### src/hw/rtl/cftv_pkg.sv
// Package for the CSV field type validator: type codes, parser phases and character classes.
package cftv_pkg;

  localparam int CharW = 8;
  localparam int TypeW = 5;
  localparam int MagW  = 33;
  localparam logic [MagW-1:0] MagCap = 33'h1_0000_0000;
  localparam logic DefaultAllowBlank = 1'b1;

  typedef enum logic [TypeW-1:0] {
    FT_TEXT = 5'd0, FT_CHAR = 5'd1,
    FT_I8 = 5'd2, FT_I16 = 5'd3, FT_I32 = 5'd4, FT_I64 = 5'd5,
    FT_U8 = 5'd6, FT_U16 = 5'd7, FT_U32 = 5'd8, FT_U64 = 5'd9,
    FT_F32 = 5'd10, FT_F64 = 5'd11, FT_BOOL = 5'd12
  } ftype_t;

  typedef enum logic [2:0] {
    IP_WS = 3'd0, IP_SIGN = 3'd1, IP_ZERO = 3'd2, IP_HEXPFX = 3'd3, IP_DIGITS = 3'd4
  } iphase_t;

  typedef enum logic [4:0] {
    FP_WS = 5'd0, FP_SIGN = 5'd1, FP_ZERO = 5'd2, FP_INT = 5'd3, FP_DOT0 = 5'd4,
    FP_FRAC = 5'd5, FP_E = 5'd6, FP_ES = 5'd7, FP_ED = 5'd8, FP_HX = 5'd9,
    FP_HI = 5'd10, FP_HD0 = 5'd11, FP_HF = 5'd12, FP_P = 5'd13, FP_PS = 5'd14,
    FP_PD = 5'd15, FP_I1 = 5'd16, FP_I2 = 5'd17, FP_INF = 5'd18, FP_IN4 = 5'd19,
    FP_IN5 = 5'd20, FP_IN6 = 5'd21, FP_IN7 = 5'd22, FP_INFTY = 5'd23, FP_N1 = 5'd24,
    FP_NA = 5'd25, FP_NAN = 5'd26, FP_NP = 5'd27, FP_NEND = 5'd28, FP_FAIL = 5'd29
  } fphase_t;

  typedef enum logic [1:0] {
    RX_DEC = 2'd0, RX_OCT = 2'd1, RX_HEX = 2'd2
  } radix_t;

  // Parser state for one field.
  typedef struct packed {
    fphase_t         fphase;
    iphase_t         iphase;
    logic [MagW-1:0] mag;
    logic            neg;
    radix_t          radix;
    logic [2:0]      ccount;
    logic            bm_true;
    logic            bm_false;
    logic            bm_pass;
    logic            bm_lead;
    logic            syn_fail;
    logic [2:0]      flen;
    logic            first_alpha;
    logic            nul_seen;
  } pstate_t;

  // One registered input beat.
  typedef struct packed {
    logic [CharW-1:0] char_code;
    logic [TypeW-1:0] field_type;
    logic             last_in_field;
    logic             last_in_row;
  } beat_t;

  function automatic logic [7:0] low_case(input logic [7:0] c);
    return (c >= 8'h41 && c <= 8'h5A) ? c + 8'd32 : c;
  endfunction

  function automatic logic is_space(input logic [7:0] c);
    return c == 8'h20 || (c >= 8'd9 && c <= 8'd13);
  endfunction

  function automatic logic is_dec(input logic [7:0] c);
    return c >= 8'h30 && c <= 8'h39;
  endfunction

  function automatic logic is_alpha(input logic [7:0] c);
    return low_case(c) >= 8'h61 && low_case(c) <= 8'h7A;
  endfunction

  // Digit value, 16 for a non-digit.
  function automatic logic [4:0] digit_val(input logic [7:0] c);
    logic [7:0] l;
    l = low_case(c);
    if (is_dec(c)) return 5'(c - 8'h30);
    if (l >= 8'h61 && l <= 8'h66) return 5'(l - 8'h57);
    return 5'd16;
  endfunction

  function automatic logic [7:0] true_char(input logic [2:0] i);
    case (i)
      3'd0: return 8'h74;
      3'd1: return 8'h72;
      3'd2: return 8'h75;
      default: return 8'h65;
    endcase
  endfunction

  function automatic logic [7:0] false_char(input logic [2:0] i);
    case (i)
      3'd0: return 8'h66;
      3'd1: return 8'h61;
      3'd2: return 8'h6C;
      3'd3: return 8'h73;
      default: return 8'h65;
    endcase
  endfunction

endpackage

### src/hw/rtl/csv_field_type_validator.sv
// Top level of the CSV field type validator: input register, parser state and result register.
//
//  channel | signals                                             | dir
//  in      | valid, ready, char_code, field_type, last_in_*       | in
//  out     | out_valid, out_ready, field_valid, row_valid, row_done | out
//  cfg     | cfg_we, cfg_data (blank text enable)                 | in
//
// One beat a cycle while the output does not stall: a character is registered when
// accepted and parsed in the next cycle, when a field-ending beat also loads the result
// register if the output is free. Reset clears state and turns blank text back on.
// A stalled output holds only a field-ending beat; ready then stays low until it moves.
module csv_field_type_validator (
  input  logic                          clk,
  input  logic                          rst,
  input  logic                          valid,
  output logic                          ready,
  input  logic [cftv_pkg::CharW-1:0]    char_code,
  input  logic [cftv_pkg::TypeW-1:0]    field_type,
  input  logic                          last_in_field,
  input  logic                          last_in_row,
  output logic                          out_valid,
  input  logic                          out_ready,
  output logic                          field_valid,
  output logic                          row_valid,
  output logic                          row_done,
  input  logic                          cfg_we,
  input  logic                          cfg_data
);
  import cftv_pkg::*;

  logic    allow_blank;
  logic    in_full;
  beat_t   in_beat;
  pstate_t st;
  pstate_t st_next;
  pstate_t st_clear;
  logic    row_ok;
  logic    ok;
  logic    ends;
  logic    adv;
  logic    out_free;

  assign st_clear = '{fphase: FP_WS, iphase: IP_WS, mag: '0, neg: 1'b0, radix: RX_DEC,
                      ccount: 3'd0, bm_true: 1'b1, bm_false: 1'b1, bm_pass: 1'b0,
                      bm_lead: 1'b1, syn_fail: 1'b0, flen: 3'd0, first_alpha: 1'b0,
                      nul_seen: 1'b0};

  cftv_parse u_parse (.cur(st), .char_code(in_beat.char_code), .nxt(st_next));

  cftv_verdict u_verdict (
    .st(st_next), .field_type(in_beat.field_type),
    .blank_ok(allow_blank), .ok(ok)
  );

  assign ends     = in_beat.last_in_field || in_beat.last_in_row;
  assign out_free = !out_valid || out_ready;
  // The registered beat moves on unless it makes a result that cannot be stored.
  assign adv      = in_full && (!ends || out_free);
  assign ready    = !in_full || adv;

  always_ff @(posedge clk) begin
    if (rst) begin
      allow_blank <= DefaultAllowBlank;
      in_full     <= 1'b0;
      out_valid   <= 1'b0;
      row_ok      <= 1'b1;
      st          <= st_clear;
    end else begin
      if (cfg_we) allow_blank <= cfg_data;
      if (ready) in_full <= valid;
      out_valid <= (out_valid && !out_ready) || (adv && ends);
      if (adv) begin
        if (ends) begin
          st          <= st_clear;
          field_valid <= ok;
          row_valid   <= row_ok && ok;
          row_done    <= in_beat.last_in_row;
          row_ok      <= in_beat.last_in_row ? 1'b1 : (row_ok && ok);
        end else begin
          st <= st_next;
        end
      end
    end
  end

  always_ff @(posedge clk) begin
    if (ready && valid) in_beat <= '{char_code, field_type, last_in_field, last_in_row};
  end

endmodule

### src/hw/rtl/cftv_parse.sv
// Per-character parser update: integer, float, bool and length trackers.
module cftv_parse (
  input  cftv_pkg::pstate_t    cur,
  input  logic [7:0]           char_code,
  output cftv_pkg::pstate_t    nxt
);
  import cftv_pkg::*;

  logic [7:0]  c;
  logic [7:0]  l;
  logic [4:0]  d;
  logic [4:0]  base;
  logic        dec;
  logic        hex;
  logic        sgn;
  logic        fail_i;
  logic [MagW+4:0] prod;
  logic [2:0]  cc;
  fphase_t     fn;

  assign c    = char_code;
  assign l    = low_case(c);
  assign d    = digit_val(c);
  assign dec  = is_dec(c);
  assign hex  = d < 5'd16;
  assign sgn  = c == 8'h2B || c == 8'h2D;
  assign base = cur.radix == RX_HEX ? 5'd16 : (cur.radix == RX_OCT ? 5'd8 : 5'd10);
  // Multiply by a radix of 8, 10 or 16 as shifts and adds.
  assign prod = (cur.radix == RX_HEX) ? {1'b0, cur.mag, 4'd0} + (MagW+5)'(d) :
                (cur.radix == RX_OCT) ? {2'd0, cur.mag, 3'd0} + (MagW+5)'(d) :
                {2'd0, cur.mag, 3'd0} + {4'd0, cur.mag, 1'b0} + (MagW+5)'(d);

  always_comb begin
    nxt = cur;
    fail_i = 1'b0;
    fn = FP_FAIL;
    cc = cur.ccount;
    if (c == 8'd0) nxt.nul_seen = 1'b1;
    if (!(c == 8'd0 || cur.nul_seen)) begin
      if (cur.flen == 3'd0) nxt.first_alpha = is_alpha(c);
      if (cur.flen != 3'd7) nxt.flen = cur.flen + 3'd1;

      // Integer parser.
      if (!cur.syn_fail) begin
        case (cur.iphase)
          IP_WS, IP_SIGN: begin
            if (cur.iphase == IP_WS && is_space(c)) begin
            end else if (cur.iphase == IP_WS && sgn) begin
              nxt.neg = c == 8'h2D;
              nxt.iphase = IP_SIGN;
            end else if (c == 8'h30) begin
              nxt.iphase = IP_ZERO;
            end else if (dec) begin
              nxt.radix = RX_DEC;
              nxt.mag = MagW'(d);
              nxt.iphase = IP_DIGITS;
            end else begin
              fail_i = 1'b1;
            end
          end
          IP_ZERO: begin
            if (l == 8'h78) nxt.iphase = IP_HEXPFX;
            else if (c >= 8'h30 && c <= 8'h37) begin
              nxt.radix = RX_OCT;
              nxt.mag = MagW'(d);
              nxt.iphase = IP_DIGITS;
            end else fail_i = 1'b1;
          end
          IP_HEXPFX: begin
            if (hex) begin
              nxt.radix = RX_HEX;
              nxt.mag = MagW'(d);
              nxt.iphase = IP_DIGITS;
            end else fail_i = 1'b1;
          end
          default: begin
            if (d < base) nxt.mag = (prod > (MagW+5)'(MagCap)) ? MagCap : MagW'(prod);
            else fail_i = 1'b1;
          end
        endcase
        if (fail_i) nxt.syn_fail = 1'b1;
      end

      // Float recogniser.
      case (cur.fphase)
        FP_WS, FP_SIGN: begin
          if (cur.fphase == FP_WS && is_space(c)) fn = FP_WS;
          else if (cur.fphase == FP_WS && sgn) fn = FP_SIGN;
          else if (c == 8'h30) fn = FP_ZERO;
          else if (dec) fn = FP_INT;
          else if (c == 8'h2E) fn = FP_DOT0;
          else if (l == 8'h69) fn = FP_I1;
          else if (l == 8'h6E) fn = FP_N1;
        end
        FP_ZERO, FP_INT: begin
          if (dec) fn = FP_INT;
          else if (c == 8'h2E) fn = FP_FRAC;
          else if (l == 8'h65) fn = FP_E;
          else if (cur.fphase == FP_ZERO && l == 8'h78) fn = FP_HX;
        end
        FP_DOT0: if (dec) fn = FP_FRAC;
        FP_FRAC: begin
          if (dec) fn = FP_FRAC;
          else if (l == 8'h65) fn = FP_E;
        end
        FP_E: begin
          if (sgn) fn = FP_ES;
          else if (dec) fn = FP_ED;
        end
        FP_ES, FP_ED: if (dec) fn = FP_ED;
        FP_HX: begin
          if (hex) fn = FP_HI;
          else if (c == 8'h2E) fn = FP_HD0;
        end
        FP_HI: begin
          if (hex) fn = FP_HI;
          else if (c == 8'h2E) fn = FP_HF;
          else if (l == 8'h70) fn = FP_P;
        end
        FP_HD0: if (hex) fn = FP_HF;
        FP_HF: begin
          if (hex) fn = FP_HF;
          else if (l == 8'h70) fn = FP_P;
        end
        FP_P: begin
          if (sgn) fn = FP_PS;
          else if (dec) fn = FP_PD;
        end
        FP_PS, FP_PD: if (dec) fn = FP_PD;
        FP_I1:  if (l == 8'h6E) fn = FP_I2;
        FP_I2:  if (l == 8'h66) fn = FP_INF;
        FP_INF: if (l == 8'h69) fn = FP_IN4;
        FP_IN4: if (l == 8'h6E) fn = FP_IN5;
        FP_IN5: if (l == 8'h69) fn = FP_IN6;
        FP_IN6: if (l == 8'h74) fn = FP_IN7;
        FP_IN7: if (l == 8'h79) fn = FP_INFTY;
        FP_N1:  if (l == 8'h61) fn = FP_NA;
        FP_NA:  if (l == 8'h6E) fn = FP_NAN;
        FP_NAN: if (c == 8'h28) fn = FP_NP;
        FP_NP: begin
          if (dec || is_alpha(c) || c == 8'h5F) fn = FP_NP;
          else if (c == 8'h29) fn = FP_NEND;
        end
        default: fn = FP_FAIL;
      endcase
      nxt.fphase = fn;

      // Bool prefix matcher.
      if (!(cur.bm_lead && (c == 8'h20 || c == 8'h09))) begin
        if (cur.bm_lead) begin
          nxt.bm_lead = 1'b0;
          if (c == 8'h31 || c == 8'h30) nxt.bm_pass = 1'b1;
        end
        if (cc >= 3'd4 || l != true_char(cc)) nxt.bm_true = 1'b0;
        if (cc >= 3'd5 || l != false_char(cc)) nxt.bm_false = 1'b0;
        if (cc != 3'd7) nxt.ccount = cc + 3'd1;
        if (nxt.bm_true && nxt.ccount == 3'd4) nxt.bm_pass = 1'b1;
        if (nxt.bm_false && nxt.ccount == 3'd5) nxt.bm_pass = 1'b1;
      end
    end
  end

endmodule

### src/hw/rtl/cftv_verdict.sv
// Field verdict: selects the check for the field's type code.
module cftv_verdict (
  input  cftv_pkg::pstate_t          st,
  input  logic [cftv_pkg::TypeW-1:0] field_type,
  input  logic                       blank_ok,
  output logic                       ok
);
  import cftv_pkg::*;

  logic int_ok;
  logic [MagW-1:0] mag;

  assign mag = st.mag;
  assign int_ok = !st.syn_fail && (st.iphase == IP_ZERO || st.iphase == IP_DIGITS);

  always_comb begin
    case (field_type)
      FT_TEXT:  ok = st.flen != 3'd0 || blank_ok;
      FT_CHAR:  ok = st.flen == 3'd1 && st.first_alpha;
      FT_I8:    ok = int_ok && (st.neg ? mag <= MagW'(128) : mag <= MagW'(127));
      FT_I16:   ok = int_ok && (st.neg ? mag <= MagW'(32768) : mag <= MagW'(32767));
      FT_I32:   ok = int_ok && (st.neg ? mag <= MagW'(33'h8000_0000) :
                                         mag <= MagW'(33'h7FFF_FFFF));
      FT_I64, FT_U64: ok = int_ok;
      FT_U8:    ok = int_ok && (st.neg ? mag == '0 : mag <= MagW'(255));
      FT_U16:   ok = int_ok && (st.neg ? mag == '0 : mag <= MagW'(65535));
      FT_U32:   ok = int_ok && (st.neg ? mag == '0 : mag <= MagW'(33'hFFFF_FFFF));
      FT_F32, FT_F64:
        ok = st.fphase == FP_ZERO || st.fphase == FP_INT || st.fphase == FP_FRAC ||
             st.fphase == FP_ED || st.fphase == FP_HI || st.fphase == FP_HF ||
             st.fphase == FP_PD || st.fphase == FP_INF || st.fphase == FP_INFTY ||
             st.fphase == FP_NAN || st.fphase == FP_NEND;
      FT_BOOL:  ok = st.bm_pass && (st.flen == 3'd4 || st.flen == 3'd5);
      default:  ok = 1'b0;
    endcase
  end

endmodule

### config.mk
export PLATFORM = sky130hd
export DESIGN_NAME = csv_field_type_validator
export DESIGN_NICKNAME = d
export VERILOG_FILES = /design/src/hw/rtl/cftv_pkg.sv /design/src/hw/rtl/csv_field_type_validator.sv /design/src/hw/rtl/cftv_parse.sv /design/src/hw/rtl/cftv_verdict.sv
export SDC_FILE = /design/constraint.sdc
export NUM_CORES = 1
export LEC_CHECK = 0
export BUFFER_PORTS_ARGS = -buffer_cell sky130_fd_sc_hd__buf_2
export CAP_MARGIN = 30
export CORE_MARGIN = 1
export CORE_UTILIZATION = 45
export DETAILED_ROUTE_END_ITERATION = 6
export PLACE_DENSITY = 0.57
export SETUP_SLACK_MARGIN = 0.05
export SLEW_MARGIN = 25
export SYNTH_ARGS = -nofsm -noshare
export SYNTH_HDL_FRONTEND = slang
export SYNTH_HIERARCHICAL = 1
export SYNTH_SLANG_ARGS = --single-unit
### constraint.sdc
create_clock -name clk -period 10 [get_ports clk]
set_input_delay 2 -clock clk [delete_from_list [all_inputs] [get_ports clk]]
set_output_delay 2 -clock clk [all_outputs]
set_load 0.01 [all_outputs]
Word level (Yosys, flattened, before mapping):

Index checks and enable logic that the tools add are counted.

* flip-flop bits (word level): 79
* input port bits: 21
* output and inout port bits: 5

* add/sub/neg operators: 9
* $lt $le $gt $ge: 24
* eq/ne operators: 97
* muxes and demuxes: 120
* bitwise gates (word level): 1
* reductions and logical operators: 82

Operators with widths (number)
* two-way mux 33 bit: 5
* two-way mux 5 bit: 30
* one-hot mux 5 bit (23 select lines): 1
* two-way mux 36 bit: 3
* one-hot mux 33 bit (3 select lines): 1
* equality test 5 x 4 -> 1 bit, second input constant: 17
* equality test 8 x 7 -> 1 bit, second input constant: 10
* two-way mux 39 bit: 2
* two-way mux 38 bit: 2
* equality test 5 bit, second input constant: 15
* less-or-equal comparator 33 x 16 -> 1 bit, second input constant: 2
* less-or-equal comparator 33 x 32 -> 1 bit, second input constant: 2
* less-or-equal comparator 33 x 8 -> 1 bit, second input constant: 2
* equality test 8 x 6 -> 1 bit, second input constant: 8
* two-way mux 57 bit: 1
* two-way mux 56 bit: 1
* equality test 5 x 3 -> 1 bit, second input constant: 9
* two-way mux 8 bit: 5
* adder 37 x 5 -> 38 bit: 1
* adder 38 x 5 -> 38 bit: 1
* > comparator 38 x 33 -> 1 bit, second input constant: 1
* adder 36 x 34 -> 37 bit: 1
* adder 36 x 5 -> 37 bit: 1
* two-way mux 1 bit: 36
* other kinds (53): 176

Depth between registers and ports, before layout:

* depth in word-level cells: 32
* depth in mapped cells: 35

Cells and area by module:

Netlist, hierarchy kept.

By module, submodules not included
* cftv_parse: times used 1, cells each 1213, area an instance 7701.1 um^2, seq. area each 0.0 um^2
* csv_field_type_validator: times used 1, cells each 174, area an instance 2612.5 um^2, seq. area each 1761.7 um^2
* cftv_verdict: times used 1, cells each 73, area an instance 449.2 um^2, seq. area each 0.0 um^2

Least setup slack after synthesis:

Ideal clock, no wire load.

* path kind: register to register
* start: reg in_beat[7] (netlist name)
* end: reg row_ok
* arrival: 7431 ps
* required time: 9942 ps
* slack: 2512 ps
* stages on the path, launching flop included: 31
* clock period less this slack: 7488 ps
* cells stage by stage: edfxtp_1 > clkbuf_1 > inv_1 > ha_1 > nor4b_1 > nor3b_1 > a21o_1 > o31a_1 > o31a_1 > clkbuf_1 > fa_1 > ha_1 > nor2b_1 > o31ai_1 > a21boi_0 > o211a_1 > o31ai_1 > mux2i_1 > and3_1 > clkbuf_1 > o211ai_1 > nor2_4 > o211ai_4 > o21ai_0 > or4_4 > or3_1 > or4_1 > a22oi_1 > o22a_2 > nand4b_1 > a211o_1

RTL lines
* from (decl): RTL line csv_field_type_validator.sv:33 `beat_t in_beat;`
* from (signal assigned): RTL line csv_field_type_validator.sv:87 `if (ready && valid) in_beat <= '{char_code, field_type, last_in_field, last_in_row};`
* to (signal assigned): RTL line csv_field_type_validator.sv:78 `row_ok <= in_beat.last_in_row ? 1'b1 : (row_ok && ok);`
* to (decl): RTL line csv_field_type_validator.sv:37 `logic row_ok;`

==> summary.txt <==
Drt
  – DRC Markers: 4
  – Vias: 11,668
  – DR WL/cell: 21.6 um
  – DR iter-0 viols: 1,110
  – ANT nets after route: 0
  – DRT Pass-1 Iters: 7
  – DR vias/cell: 6.71
  – WL final: 37,500 um

Synthesis
  – Syn avg cell area: around 7.4 um^2
  – Syn Std Cell Area: about 11,000 um^2
  – FF+latch count, synth: 79
  – Largest area contributor in the netlist: dfxtp_1
  – Number of synthesized flops with an enable pin: 18
  – Yosys warns: 6
  – Distinct cells, synth: 100
  – Net Count, Synth: 1,570
  – Post-Syn Instances: 1,460
  – Register area share after synthesis: about 16%
  – Async SR Flop Fraction: 0%
  – Largest cells by area after synthesis: dfxtp_1, ha_1, nand2_1
  – Post-synth top area share: a little under an eighth
  – Synth Flop Type: dfxtp_1

GRT
  – Grt total ovfl: 0
  – Initial antenna violation count: 0
  – Tot GR Track Use: 30.6%
  – Vias in the first global route: about 11,000
  – Largest net degree at the start of global routing: 59
  – First-pass GRT wire length: a little under 60,000 um

Placed design
  – Placed inst area: around 11,000 um^2
  – Post-Place Cells: between 1,500 and 2,000
  – Hpwl dp: 28,000 um
  – Placer congestion estimate: around 0.96
  – Dpl ws: 0.925 ns
  – # port buffers: 25

Floorplan
  – Initial core utilization: between 40% and 50%
  – Area of the core: roughly 23,000 um^2
  – Row count: between 50 and 60
  – Die width: between 150 and 200 um
  – Die Y-Extent: between 150 and 200 um
  – Die area: ~25,000 um^2
  – Num ports: 26

Pwr
  – Combinational share of power: roughly 13%
  – Power Total: slightly above 0.8 mW
  – Clock group share of total power: 45.2%
  – Net Switching: around 0.23 mW
  – Leakage: roughly 4.3 nW
  – Seq pwr share: a little over two fifths
  – Cell Int Power: between 0.5 and 0.6 mW
  – VDD IR max: ~0.000090 V
  – Pwr dens: roughly 73 nW/um^2
  – Switching part of the total: 27.8%

Finish
  – P&R area growth vs syn: 5.00%
  – Diode count: 0
  – Finished Cell Area: 11,300 um^2
  – Fin cells: approximately 1,700
  – Layout cells sized above 1: between 8 and 9%
  – Nets@finish: ~1,500

Setup path
  – Critical path endpoint category: flip-flop
  – RR Endpoint: row_ok
  – Most common cell on crit path: a211oi_1
  – Slowest CP cell: a22oi_1
  – WP data required: just over 10 ns
  – Critical path launch point type: flip-flop
  – Worst path max stage delay: around 0.7 ns
  – R2R Path Start: in_beat[7]
  – Reg-to-reg slack, setup: around 0.70 ns
  – Setup Crit Path Kind: reg -> reg
  – Crit path max fanout: 19
  – Delay-heaviest family, CP: compound AO/OA/AOI/OAI gates
  – FF-to-FF path depth: 29
  – Worst EP arrival: approximately 9.6 ns
  – Worst path bufs/invs: 2

Clock network
  – Clock buffer depth: 2
  – CTS Root Cell: clkbuf_16
  – Num Clock Sinks: a little under 80
  – Hold_buf cts: 0
  – CTS Buf Count: 9
  – CTS tree: yes
  – Worst skew pair latency: 0.34 ns
  – Post-CTS Setup Bufs: 0
  – CTS H-tree lvls: 3
  – Post_cts resized: 0
  – Worst-path clk slew: about 0.07 ns

Run
  – Max-cap viol count: 0

Min path
  – Endpoint with the worst hold slack: row_ok
  – Hold Crit Class: reg -> reg
  – Worst hold start: row_ok
  – Worst Hold Depth: 1

Timing
  – Setup TNS: 0 ns
  – Worst Slack Setup Final: about 0.70 ns
  – Relative slew margins: around 33%
  – Fin. Hold Viols: 0
  – Final max-slew violation count: 0
  – RSZ-0062 raised after global routing: false
  – Period utilisation layout: about 93%
  – Fmax: about 110 MHz
  – Worst Tran Pin Value: roughly 1 ns
  – Crit path time final: 9.30 ns
  – Max Clock Skew: approximately 0.011 ns
  – Setup violators final: 0

Outcome
  – Status: finished with violations
  – Failing checks: DRC
==> sequential cells by signal, indices dropped and copies added (netlist names) <==
register / cells
allow_blank: 1
out_valid: 1
row_ok: 1
in_beat: 15
in_full: 1
row_valid: 1
row_done: 1
st: 57
field_valid: 1
==> power groups by stage <==
stage | sequential [mW] | combinational (mW) | clock (mW)
2_1_floorplan | 0.345 | 0.0816 | 0
3_3_place_gp | 0.353 | 0.102 | 0
3_5_place_dp | 0.353 | 0.102 | 0
4_1_cts | 0.346 | 0.102 | 0.381
5_1_grt | 0.348 | 0.114 | 0.394
6_report | 0.346 | 0.104 | 0.371
==> worst max-delay path by stage <==
stage | start | depth (start not counted) | end | slack, ns
2_1_floorplan | in_beat[7] | 30 | row_ok | 2.51
3_3_place_gp | in_beat[7] | 29 | row_ok | 1.13
3_5_place_dp | in_beat[7] | 29 | row_ok | 0.92
4_1_cts | in_beat[7] | 29 | row_ok | 0.84
5_1_grt | in_beat[7] | 29 | row_ok | 0.11
6_report | in_beat[7] | 29 | row_ok | 0.70
==> through the flow <==
| stage | hold slack (ns) | util, % |
|---|---|---|
| after floorplan | 0.427 | - |
| after global placement | 0.444 | 46.6 |
| after detailed placement | 0.449 | 46.7 |
| after CTS | 0.465 | 48.1 |
| after global routing | 0.484 | 48.1 |
| final | 0.469 | 48.1 |
==> cell families (layout without fill, tap and decap cells) <==
group | Yosys count | count (layout) | share of synthesized area (%)
AO/OA/AOI/OAI | 474 | 474 | 31.3
XOR/XNOR | 70 | 70 | 5.70
flip-flops | 79 | 79 | 16.4
AND/OR/NAND/NOR | 578 | 578 | 27.7
buffers and inverters | 150 | 110 | 6.41
adder cells (fa/ha/maj) | 89 | 89 | 10.6
multiplexers | 20 | 20 | 1.93
==> cell usage in the layout (no fill, tap or decap), types with 11 or more instances in the layout <==
cell,netlist,layout
nand2_1,157,157
nor2_1,110,109
o21ai_0,100,99
a21oi_1,88,88
ha_1,85,85
dfxtp_1,61,61
nor3_1,57,57
a32o_1,55,55
nand3_1,48,48
inv_1,42,42
nand4_1,41,41
xnor2_1,39,39
xor2_1,31,31
buf_2,24,25
nor4_1,25,25
buf_4,4,22
a31oi_1,21,21
nor2b_1,20,20
o211ai_1,20,20
edfxtp_1,18,18
a21o_1,18,18
a211oi_1,15,15
mux2i_1,14,14
o22ai_1,13,13
a22oi_1,13,13
o21ai_2,13,13
and3_1,13,12
or3_1,12,12
and2_1,11,11
o21a_1,11,11
o31ai_1,11,11
==> synth_stat cells, types with 20 or more instances <==
cell / number
xnor2_1: 39
nor4_1: 25
xor2_1: 31
o21ai_0: 100
buf_2: 24
o211ai_1: 20
a32o_1: 55
a31oi_1: 21
nor3_1: 57
clkbuf_1: 61
nand3_1: 48
a21oi_1: 88
nand2_1: 157
nor2b_1: 20
ha_1: 85
nand4_1: 41
dfxtp_1: 61
nor2_1: 110
inv_1: 42
==> metal layers <==
layer | global-route usage (%) | vias up | routed length [um] | share of wire (%)
met5 | 0 | - | 0 | 0
met4 | 12.8 | 0 | 1340 | 3.6
met3 | 1.97 | 75 | 1970 | 5.2
met2 | 52.0 | 466 | 17900 | 48
met1 | 39.9 | 5620 | 16300 | 43
li1 | - | 5507 | - | -
==> area by class of cell <==
type	instances	area [um^2]
clock buffer	9	225
clock inverter	7	104
fill	2442	12200
inverter	46	174
multi-input combinational	1231	8330
sequential	79	1760
tap	319	399
timing repair buffer	48	310
(Power assumes the default switching activity.)
